### src/design/sbd_ram.sv
// Generic single-port RAM with registered read.
// No dependencies.
`timescale 1ns / 1ps
`default_nettype none
module sbd_ram #(
    parameter int WIDTH = 1,
    parameter int DEPTH = 1024
) (
    input  wire                     i_clk,
    input  wire                     i_we,
    input  wire [$clog2(DEPTH)-1:0] i_addr,
    input  wire [WIDTH-1:0]         i_wdata,
    output logic [WIDTH-1:0]        o_rdata
);
    logic [WIDTH-1:0] r_mem [DEPTH];
    always_ff @(posedge i_clk) begin
        if (i_we) r_mem[i_addr] <= i_wdata;
        o_rdata <= r_mem[i_addr];
    end
endmodule
`default_nettype wire

### config.mk
export PLATFORM = sky130hd
export DESIGN_NAME = sbd_ram
export DESIGN_NICKNAME = d
export VERILOG_FILES = /design/src/design/sbd_ram.sv
export SDC_FILE = /design/constraint.sdc
export NUM_CORES = 1
export LEC_CHECK = 0
export ABC_AREA = 1
export BUFFER_PORTS_ARGS = -buffer_cell sky130_fd_sc_hd__clkbuf_2
export CAP_MARGIN = 20
export CORE_MARGIN = 8
export CORE_UTILIZATION = 28
export CTS_BUF_LIST = sky130_fd_sc_hd__clkbuf_8
export DETAILED_ROUTE_END_ITERATION = 12
export SKIP_LAST_GASP = 1
export SLEW_MARGIN = 5
export SYNTH_ARGS = -nofsm -noshare
export SYNTH_HDL_FRONTEND = slang
export SYNTH_SLANG_ARGS = --single-unit
### constraint.sdc
create_clock -name i_clk -period 5.89 [get_ports i_clk]
set_input_delay 0.8835 -clock i_clk [delete_from_list [all_inputs] [get_ports i_clk]]
set_output_delay 0.8835 -clock i_clk [all_outputs]
set_load 0.005 [all_outputs]
==> results.yml <==
status:
  status: "completed"
worst_setup_path:
  critPathCaptureType: "register"
  critical_path_required_ns: 6.64
  cp_max_fo: 58
  worstSetupStartpointType: "input pin"
  criticalPathCategory: "in2reg"
  cp.arrival_ns: 4.01
clocking:
  cts_setup_buffers: 0
  cts_root_buf: "clkbuf_8"
  cts_tree: "yes"
  cts_resized: 0
  cts_hold_buf: 0
  cts.sinks: 1025
  clockBufferDepth: 3
  cts.clk_slew.worst_paths_ns: 0.06
  cts_buffers: 169
  worstSkewPairLatency_ns: 0.80
  cts.htree.levels: 4
cells_and_area:
  final_cell_mix: "nand2_1 (1828), nor2_1 (1084), edfxtp_1 (1024)"
  nNetsFinal: 4794
  synthToLayoutAreaGrowth_pct: 11.82
  layout-drive-gt1-share_pct: 7.483
  final_area_mm2: 0.05177
  nFillCells: 16965
  final_common_cell: "nand2_1"
  fin_util_pct: 31.45
detailed_routing:
  vias_per_cell: 4.849
  wl_um: 136100
  drc_errors: 0
  drt_iter0_markers: 4036
  wl_per_cell_um: 19.13
  antenna_left: 0
  first_pass_iters: 8
  dr_total_vias: 34480
worst_hold_path:
  min_path_type: "in2reg"
grt:
  grt_pass1_wl_um: 201900
  grt_start_max_net_pins: 249
  grt_use_total_pct: 14.49
  gr-total-overflow: 0
  grt_pass1_vias: 32504
  antenna_found_initial: 3
synth:
  synth_top_family_by_area: "simple AND/OR/NAND/NOR gates"
  yosys.area_share.xor_xnor_pct: 0
  syn-instance-count: 4882
  yosysWarnings: 0
  synth_compound_area_share_pct: 0.08648
  syn_nets: 4895
  synthSimpleGateAreaFrac_pct: 29.59
  synth_fa_ha_area_share_pct: 0
  synth_area_mm2: 0.04630
  muxShareOfSynthArea_pct: 0
  syn_area_per_cell_um2: 9.484
  synth_seq_cells: 1025
  synth.distinct_cells: 19
  ys_seq_area_share_pct: 66.46
floorplan:
  coreArea_mm2: 0.1646
  die_h_um: 422.6
  die-area_mm2: 0.1786
  placementRows: 149
  start_util_pct: 28.13
  die_w_um: 422.6
  io_pins: 14
timing:
  max_freq_mhz: 306.5
  setup_ws_ns: 2.627
  final.setup_skew_ns: 0.01866
  tightestPinTransition_ns: 1.218
  tns_ns: 0
  relSlewSlack_pct: 18.79
  rsz0062_at_grt: "false"
  setup_viol: 0
  finalCritPeriodShare_pct: 55.40
  finalWorstPathRequiredPeriod_ns: 3.263
  slew_viol_final: 0
  hold_viol: 0
pwr:
  switching_power_mw: 3.508
  p_per_area_mw_per_mm2: 280.6
  switching_share_pct: 24.15
  p_int_mw: 11.02
  combPwrFrac_pct: 6.0
  ir_drop_mv: 0.1457
  pwr-share-clk_pct: 38.7
  seq_power_share_pct: 55.3
  power_leakage_nw: 18.09
  power_mw: 14.53
run:
  max_cap_violations: 0
placement:
  place.gp.congestion: 0.7796
  port_buffers: 13
  dp_hpwl_um: 67920
  postPlaceCellArea_mm2: 0.04857
  place_ws_ns: 1.844
[worst max-delay path: stages]
cell and delay (ns):
buf_8 0.35, inv_8 0.28, nor2_4 0.49, buf_4 0.67, nand2_1 0.12, nand4_1 0.13, nand2_1 0.06, nand2_1 0.12
nor2_1 0.06, nand2_1 0.06, nand2_1 0.04, nand2_1 0.20, o21ai_1 0.13, nand2_1 0.16, nor2_1 0.07, nand2_1 0.06
[final timing paths]
path | depth (start not counted) | startpoint | endpoint | slack (ns)
max | 16 | i_addr[1] | o_rdata$_DFF_P_ | 2.63
min | 1 | i_wdata | r_mem[613]$_DFFE_PP_ | 0.68
max reg2reg | 14 | r_mem[641]$_DFFE_PP_ | o_rdata$_DFF_P_ | 3.72
min reg2reg | 12 | r_mem[62]$_DFFE_PP_ | o_rdata$_DFF_P_ | 0.95
[cells by family (layout without fill, tap and decap cells)]
| logic type | Yosys count | count (layout) |
|---|---|---|
| flops | 1025 | 1025 |
| other cells | 0 | 4 |
| simple gates | 3417 | 3417 |
| buf+inv | 432 | 468 |
| compound gates | 8 | 8 |
[Yosys cell counts]
cell type / instances / area (um2)
clkbuf_2: 1 / 5.000
buf_2: 75 / 375.4
inv_1: 28 / 105.1
nor3_1: 23 / 115.1
nor3_4: 7 / 113.9
buf_1: 59 / 221.5
inv_2: 9 / 33.78
nand2_1: 1846 / 6929
o21ai_1: 8 / 40.04
edfxtp_1: 1024 / 30750
clkinv_1: 2 / 7.510
nand4_1: 135 / 844.6
nand3_1: 308 / 1541
buf_4: 6 / 45.04
nor2_2: 13 / 81.33
nor2_1: 1085 / 4073
clkbuf_1: 245 / 919.6
buf_6: 7 / 78.83
dfxtp_1: 1 / 20.02
[power groups by stage]
| stage | registers (mW) | logic [mW] | clock network (mW) |
|---|---|---|---|
| 3_3_place_gp | 8.19 | 0.855 | 0 |
| 5_1_grt | 8.03 | 0.949 | 6.02 |
| 6_report | 8.04 | 0.873 | 5.62 |
| 3_5_place_dp | 8.19 | 0.863 | 0 |
| 2_1_floorplan | 8.19 | 0.483 | 0 |
| 4_1_cts | 8.04 | 0.864 | 5.72 |
[layout make-up]
class	count	area (um2)	share of cell area (%)
clock buffer	176	2422	4.679
timing repair buffer	121	1266	2.446
antenna	4	10.01	0.01933
sequential	1025	30770	59.43
multi-input combinational	3425	13850	26.74
inverter	39	161.4	0.3118
clock inverter	132	559.3	1.080
tap	2189	2739	5.290
[per-layer routing]
layer | GRT usage, % | vias up | part of all wire, %
li1 | - | 15837 | -
met1 | 19.15 | 16977 | 42
met2 | 24.15 | 1406 | 47
met3 | 2.288 | 260 | 8.2
met4 | 5.084 | 0 | 3.1
met5 | 0 | - | 0
[state kept, by name, indices dropped and copies added, names as in the netlist]
name,flops
r_mem,1024
o_rdata,1
[stage by stage]
stage	instances	hold slack (ns)
floorplan	4882	0.8229
global placement	6783	0.9596
detailed placement	6790	0.9372
CTS	7098	0.6267
global route	7110	0.6743
finish	7111	0.6842
Note: power is estimated with default switching activity, not from simulation.
