===== config.mk =====
export PLATFORM = sky130hd
export DESIGN_NAME = sbd_hash
export DESIGN_NICKNAME = d
export VERILOG_FILES = /design/src/design/sbd_pkg.sv /design/src/design/sbd_hash.sv
export SDC_FILE = /design/constraint.sdc
export NUM_CORES = 1
export LEC_CHECK = 0
export ABC_AREA = 1
export BUFFER_PORTS_ARGS = -buffer_cell sky130_fd_sc_hd__buf_2
export CAP_MARGIN = 5
export CORE_MARGIN = 3
export CORE_UTILIZATION = 50
export DETAILED_ROUTE_END_ITERATION = 10
export PLACE_DENSITY = 0.71
export SLEW_MARGIN = 5
export SYNTH_ARGS = -nofsm -noshare
export SYNTH_HDL_FRONTEND = slang
export SYNTH_SLANG_ARGS = --single-unit

===== constraint.sdc =====
create_clock -name i_clk -period 7.8 [get_ports i_clk]
set_input_delay 0.78 -clock i_clk [delete_from_list [all_inputs] [get_ports i_clk]]
set_output_delay 0.78 -clock i_clk [all_outputs]
set_load 0.005 [all_outputs]

===== src/design/sbd_pkg.sv =====
// Package for the SYN response bloom dedup block: constants, codes, types.
// No dependencies.
`timescale 1ns / 1ps
`default_nettype none
package sbd_pkg;
    localparam int BLOOM_INDEX_BITS_DEF = 20;
    localparam int PREFIX_W   = 25;
    localparam int INDEX_W    = 15;
    localparam int OFFSET_W   = 15;
    localparam logic [15:0] PORT_BASE    = 16'd40000;
    localparam logic [15:0] PORT_LIMIT   = 16'd60000;
    localparam logic [15:0] MIN_FRAME    = 16'd74;
    localparam logic [15:0] ETHERTYPE_V6 = 16'h86DD;
    localparam logic [7:0]  NEXT_TCP     = 8'd6;
    localparam logic [31:0] SEED_ONE     = 32'h12345678;
    localparam logic [31:0] SEED_TWO     = 32'h87654321;
    localparam logic [31:0] C1 = 32'hcc9e2d51;
    localparam logic [31:0] C2 = 32'h1b873593;
    localparam logic [31:0] C3 = 32'he6546b64;
    localparam logic [31:0] F1 = 32'h85ebca6b;
    localparam logic [31:0] F2 = 32'hc2b2ae35;
    localparam logic [1:0] ST_NEW = 2'd0;
    localparam logic [1:0] ST_DUP = 2'd1;
    localparam logic [1:0] ST_BAD = 2'd2;

    typedef struct packed {
        logic start;
        logic [31:0] seed;
    } t_hash_req;

    function automatic logic [31:0] rotl(input logic [31:0] v, input int r);
        rotl = (v << r) | (v >> (32 - r));
    endfunction
endpackage
`default_nettype wire


===== src/design/sbd_hash.sv =====
// Iterative MurmurHash3_x86_32 over a 16-byte key; one shared 32x32 multiplier.
// Depends on sbd_pkg.
`timescale 1ns / 1ps
`default_nettype none
module sbd_hash (
    input  wire                      i_clk,
    input  wire                      i_rst_n,
    input  wire sbd_pkg::t_hash_req  i_req,
    input  wire [127:0]              i_key,
    output logic                     o_done,
    output logic [31:0]              o_hash
);
    import sbd_pkg::*;
    // step: per block k*c1, k*c2, h*5; then finalize
    localparam logic [3:0] S_IDLE = 4'd0, S_K1 = 4'd1, S_K2 = 4'd2, S_H = 4'd3,
                           S_F0 = 4'd4, S_F1 = 4'd5, S_F2 = 4'd6, S_DONE = 4'd7;
    logic [3:0]  r_state, n_state;
    logic [1:0]  r_blk, n_blk;
    logic [31:0] r_h, n_h, r_k, n_k;
    logic [31:0] w_a, w_b, w_p, w_kin;
    logic [7:0]  w_b0, w_b1, w_b2, w_b3;

    // block i takes key bytes 4i..4i+3, little endian; byte 0 in bits 127:120
    always_comb begin
        w_b0 = i_key[127 - 32*r_blk -: 8];
        w_b1 = i_key[119 - 32*r_blk -: 8];
        w_b2 = i_key[111 - 32*r_blk -: 8];
        w_b3 = i_key[103 - 32*r_blk -: 8];
        w_kin = {w_b3, w_b2, w_b1, w_b0};
    end

    always_comb begin
        unique case (r_state)
            S_K1:    begin w_a = w_kin; w_b = C1; end
            S_K2:    begin w_a = rotl(r_k, 15); w_b = C2; end
            S_H:     begin w_a = rotl(r_h ^ r_k, 13); w_b = 32'd5; end
            S_F0:    begin w_a = r_h ^ (r_h >> 16); w_b = F1; end
            S_F1:    begin w_a = r_h ^ (r_h >> 13); w_b = F2; end
            default: begin w_a = '0; w_b = '0; end
        endcase
        w_p = w_a * w_b;
    end

    always_comb begin
        n_state = r_state; n_blk = r_blk; n_h = r_h; n_k = r_k;
        unique case (r_state)
            S_IDLE: if (i_req.start) begin
                n_h = i_req.seed; n_blk = '0; n_state = S_K1;
            end
            S_K1: begin n_k = w_p; n_state = S_K2; end
            S_K2: begin n_k = w_p; n_state = S_H; end
            S_H: begin
                n_h = w_p + C3;
                n_blk = r_blk + 2'd1;
                if (r_blk == 2'd3) begin
                    n_h = (w_p + C3) ^ 32'd16;
                    n_state = S_F0;
                end else n_state = S_K1;
            end
            S_F0: begin n_h = w_p; n_state = S_F1; end
            S_F1: begin n_h = w_p; n_state = S_F2; end
            S_F2: begin n_h = r_h ^ (r_h >> 16); n_state = S_DONE; end
            // a new request may follow right on the done cycle
            S_DONE: if (i_req.start) begin
                n_h = i_req.seed; n_blk = '0; n_state = S_K1;
            end else n_state = S_IDLE;
            default: n_state = S_IDLE;
        endcase
    end

    always_ff @(posedge i_clk) begin
        if (!i_rst_n) r_state <= S_IDLE;
        else r_state <= n_state;
        r_blk <= n_blk; r_h <= n_h; r_k <= n_k;
    end

    assign o_done = (r_state == S_DONE);
    assign o_hash = r_h;
endmodule
`default_nettype wire


==> qor.yml <==
status: "finished with violations"
violations: "setup timing"
synth_edf_count: 66
netlist_area_um2: 22000
core_region_area_um2: 43300
cts_tree: "yes"
layout_commonest_cell: "nand2_1"
cts_sinks: 69
crit_arrival_ps: 8790
hold_buffers: 0
hold-worst-slack_ps: 540
routedWlPerCell_um: 24.6
dp_cells: 4275
hold_viol_final: 0
period_share_pct: 111
synth-simple-area-share_pct: 24.6
async_reset_ff_share_pct: 0
yosys_register_bits: 69
max_slew_margin_pct: 25.2
antenna_found_initial: 4
dieWidth_um: 216
root_buffer: "clkbuf_16"
clk_latency_ps: 350
synth_top_family_by_area: "adder cells"
cp.required_ps: 7900
grt_pass1_vias: 24814
drive_gt1_share_pct: 37.4
multi_input_area_um2: 18800
synth-xor-area-share_pct: 2.56
drt_wl_total_um: 108000
numPortBuffers: 195
regArea_um2: 2050
critPathLaunchType: "register"
synth_cells: 2918
grtUsageTotal_pct: 45.0
cp.buffers_inverters: 14
finalMaxSlewViolations: 0
path_clk_slew_ps: 60
fin_ws_ps: -884
ios: 196
hp-class: "register to register"
synth-main-ff-cell: "edfxtp_1"
dp_hpwl_um: 89800
ys_warn_count: 0
final-setup-viol-count: 31
grt_overflow: 0
grt_max_degree: 36
globalplace.congestion: 1.19
cpLargestDelayFamily: "adder cells"
fin_skew_ps: 12.0
ys_types: 58
cts_htree_levels: 3
cap_violations: 0
grt_pass1_wl_um: 154000
die_area_um2: 46500
worstMarginPinSlew_ps: 1120
drc_errors: 0
ant_nets: 0
max_stage_delay_ps: 550
die_h_um: 216
dr.pass1.iters: 7
vias: 24372
worst-path-max-fanout: 7
syn-mean-instance-area_um2: 7.53
fin_cells: 4380
start_util_pct: 50.8
drtIter0Drc: 2850
fmax_mhz: 115
yosysSeqAreaShare_pct: 9.30
endpoint_kind: "register"
fillers: 3357
synth_compound_area_share_pct: 5.39
grt_setup_unrepaired: "yes"
cts_buffers: 9
finalCriticalPeriod_ps: 8680
num_rows: 76
synth_fa_ha_area_share_pct: 44.3
cts.path.max_buffers: 2
viasPerCell: 5.56
most-common-layout-cells: "nand2_1, buf_4, inv_1"
muxShareOfSynthArea_pct: 0
slowest_stage: "fa_1"
critPathKind: "register to register"
syn_to_final_growth_pct: 43.3
syn_nets: 3616
nNetsFinal: 4486
==> final timing paths <==
| check | to | depth (start not counted) | slack, ps | startpoint |
|---|---|---|---|---|
| min | r_state[0] | 2 | 540 | r_state[0] |
| max reg2reg | o_hash[31] | 46 | -880 | r_state[0] |
| min reg2reg | r_state[0] | 2 | 540 | r_state[0] |
| max | o_hash[31] | 46 | -880 | r_state[0] |
==> cells by family (layout without fill, tap and decap cells) <==
family,Yosys count,after routing
buffers and inverters,780,1655
flip-flops,69,69
other,0,2
adder cells (fa/ha/maj),535,535
XOR/XNOR,51,51
AO/OA/AOI/OAI,198,198
AND/OR/NAND/NOR,1285,1285
==> worst min-delay path, delay by kind of cell, from the launching register on <==
| kind | cells | cell delay, ps |
|---|---|---|
| DFF | 1 | 370 |
| AOI/OAI and AO/OA | 1 | 60 |
| and+or+nand+nor | 1 | 70 |
==> cell usage after synthesis (5+ instances only) <==
cell type    n  area [um^2]
nor3_1       8         40.0
buf_2       15         75.1
o22ai_1      9         56.3
nand3_1    177          886
buf_4       11         82.6
fa_1       405         8110
a21oi_1     64          320
nand2_2     26          163
clkinv_1     7         26.3
o21ai_0     61          305
buf_6        6         67.6
inv_2       25         93.8
ha_1       130         1630
nand2_1    757         2840
xor2_2      10          163
inv_4        5         31.3
xor2_1      18          158
edfxtp_1    66         1980
nor2_4       5         56.3
nand4_1     14         87.6
o211ai_1     6         45.0
o21ai_1     15         75.1
a21oi_2      6         52.6
xnor2_1     19          166
inv_1      681         2560
nor2_2      12         75.1
nand3b_1    10         75.1
o2111ai_1   11         96.3
clkbuf_1    28          105
nor2_1     250          938
o21bai_1     6         45.0
==> per-layer routing <==
metal | vias to the layer above | global-route usage [%] | part of all wire, %
met1 | 11790 | 59.1 | 37
met5 | - | 0 | 0.020
met2 | 1709 | 68.7 | 44
met4 | 4 | 21.9 | 7.0
li1 | 10463 | - | -
met3 | 406 | 13.0 | 13
==> repair_timing <==
item,CTS,global route
gates cloned,2,1
pin swaps,134,104
resized for setup,348,185
setup endpoints to repair,34,36
endpoints found under the hold margin,0,0
setup buffers,67,19
==> layout make-up <==
cell class	count	share of cell area, %
Multi-Input combinational cell	2069	59.7
Timing Repair Buffer	919	21.6
Inverter	718	8.80
Sequential cell	69	6.51
Tap cell	585	2.32
Clock buffer	9	0.715
Clock inverter	7	0.286
Timing Repair inverter	2	0.0397
Antenna cell	2	0.0159
==> flip-flops by register name, summed over array words and instances, names as in the netlist <==
register,count
o_hash,32
r_blk,2
r_k,32
r_state,3
==> through the flow <==
step           TNS (ps)  setup WS (ps)  utilization [%]  instance area, um^2
2_1_floorplan      -139          -68.8                -                22300
3_3_place_gp     -14220           -908             65.9                28500
3_5_place_dp     -16090           -931             65.9                28500
4_1_cts           -6550           -617             70.8                30600
5_1_grt          -17520          -1070             72.8                31500
6_report         -12220           -884             72.8                31500
Power is not shown: default switching activity piles up to over one toggle a cycle in this logic, so the estimate is an artifact.
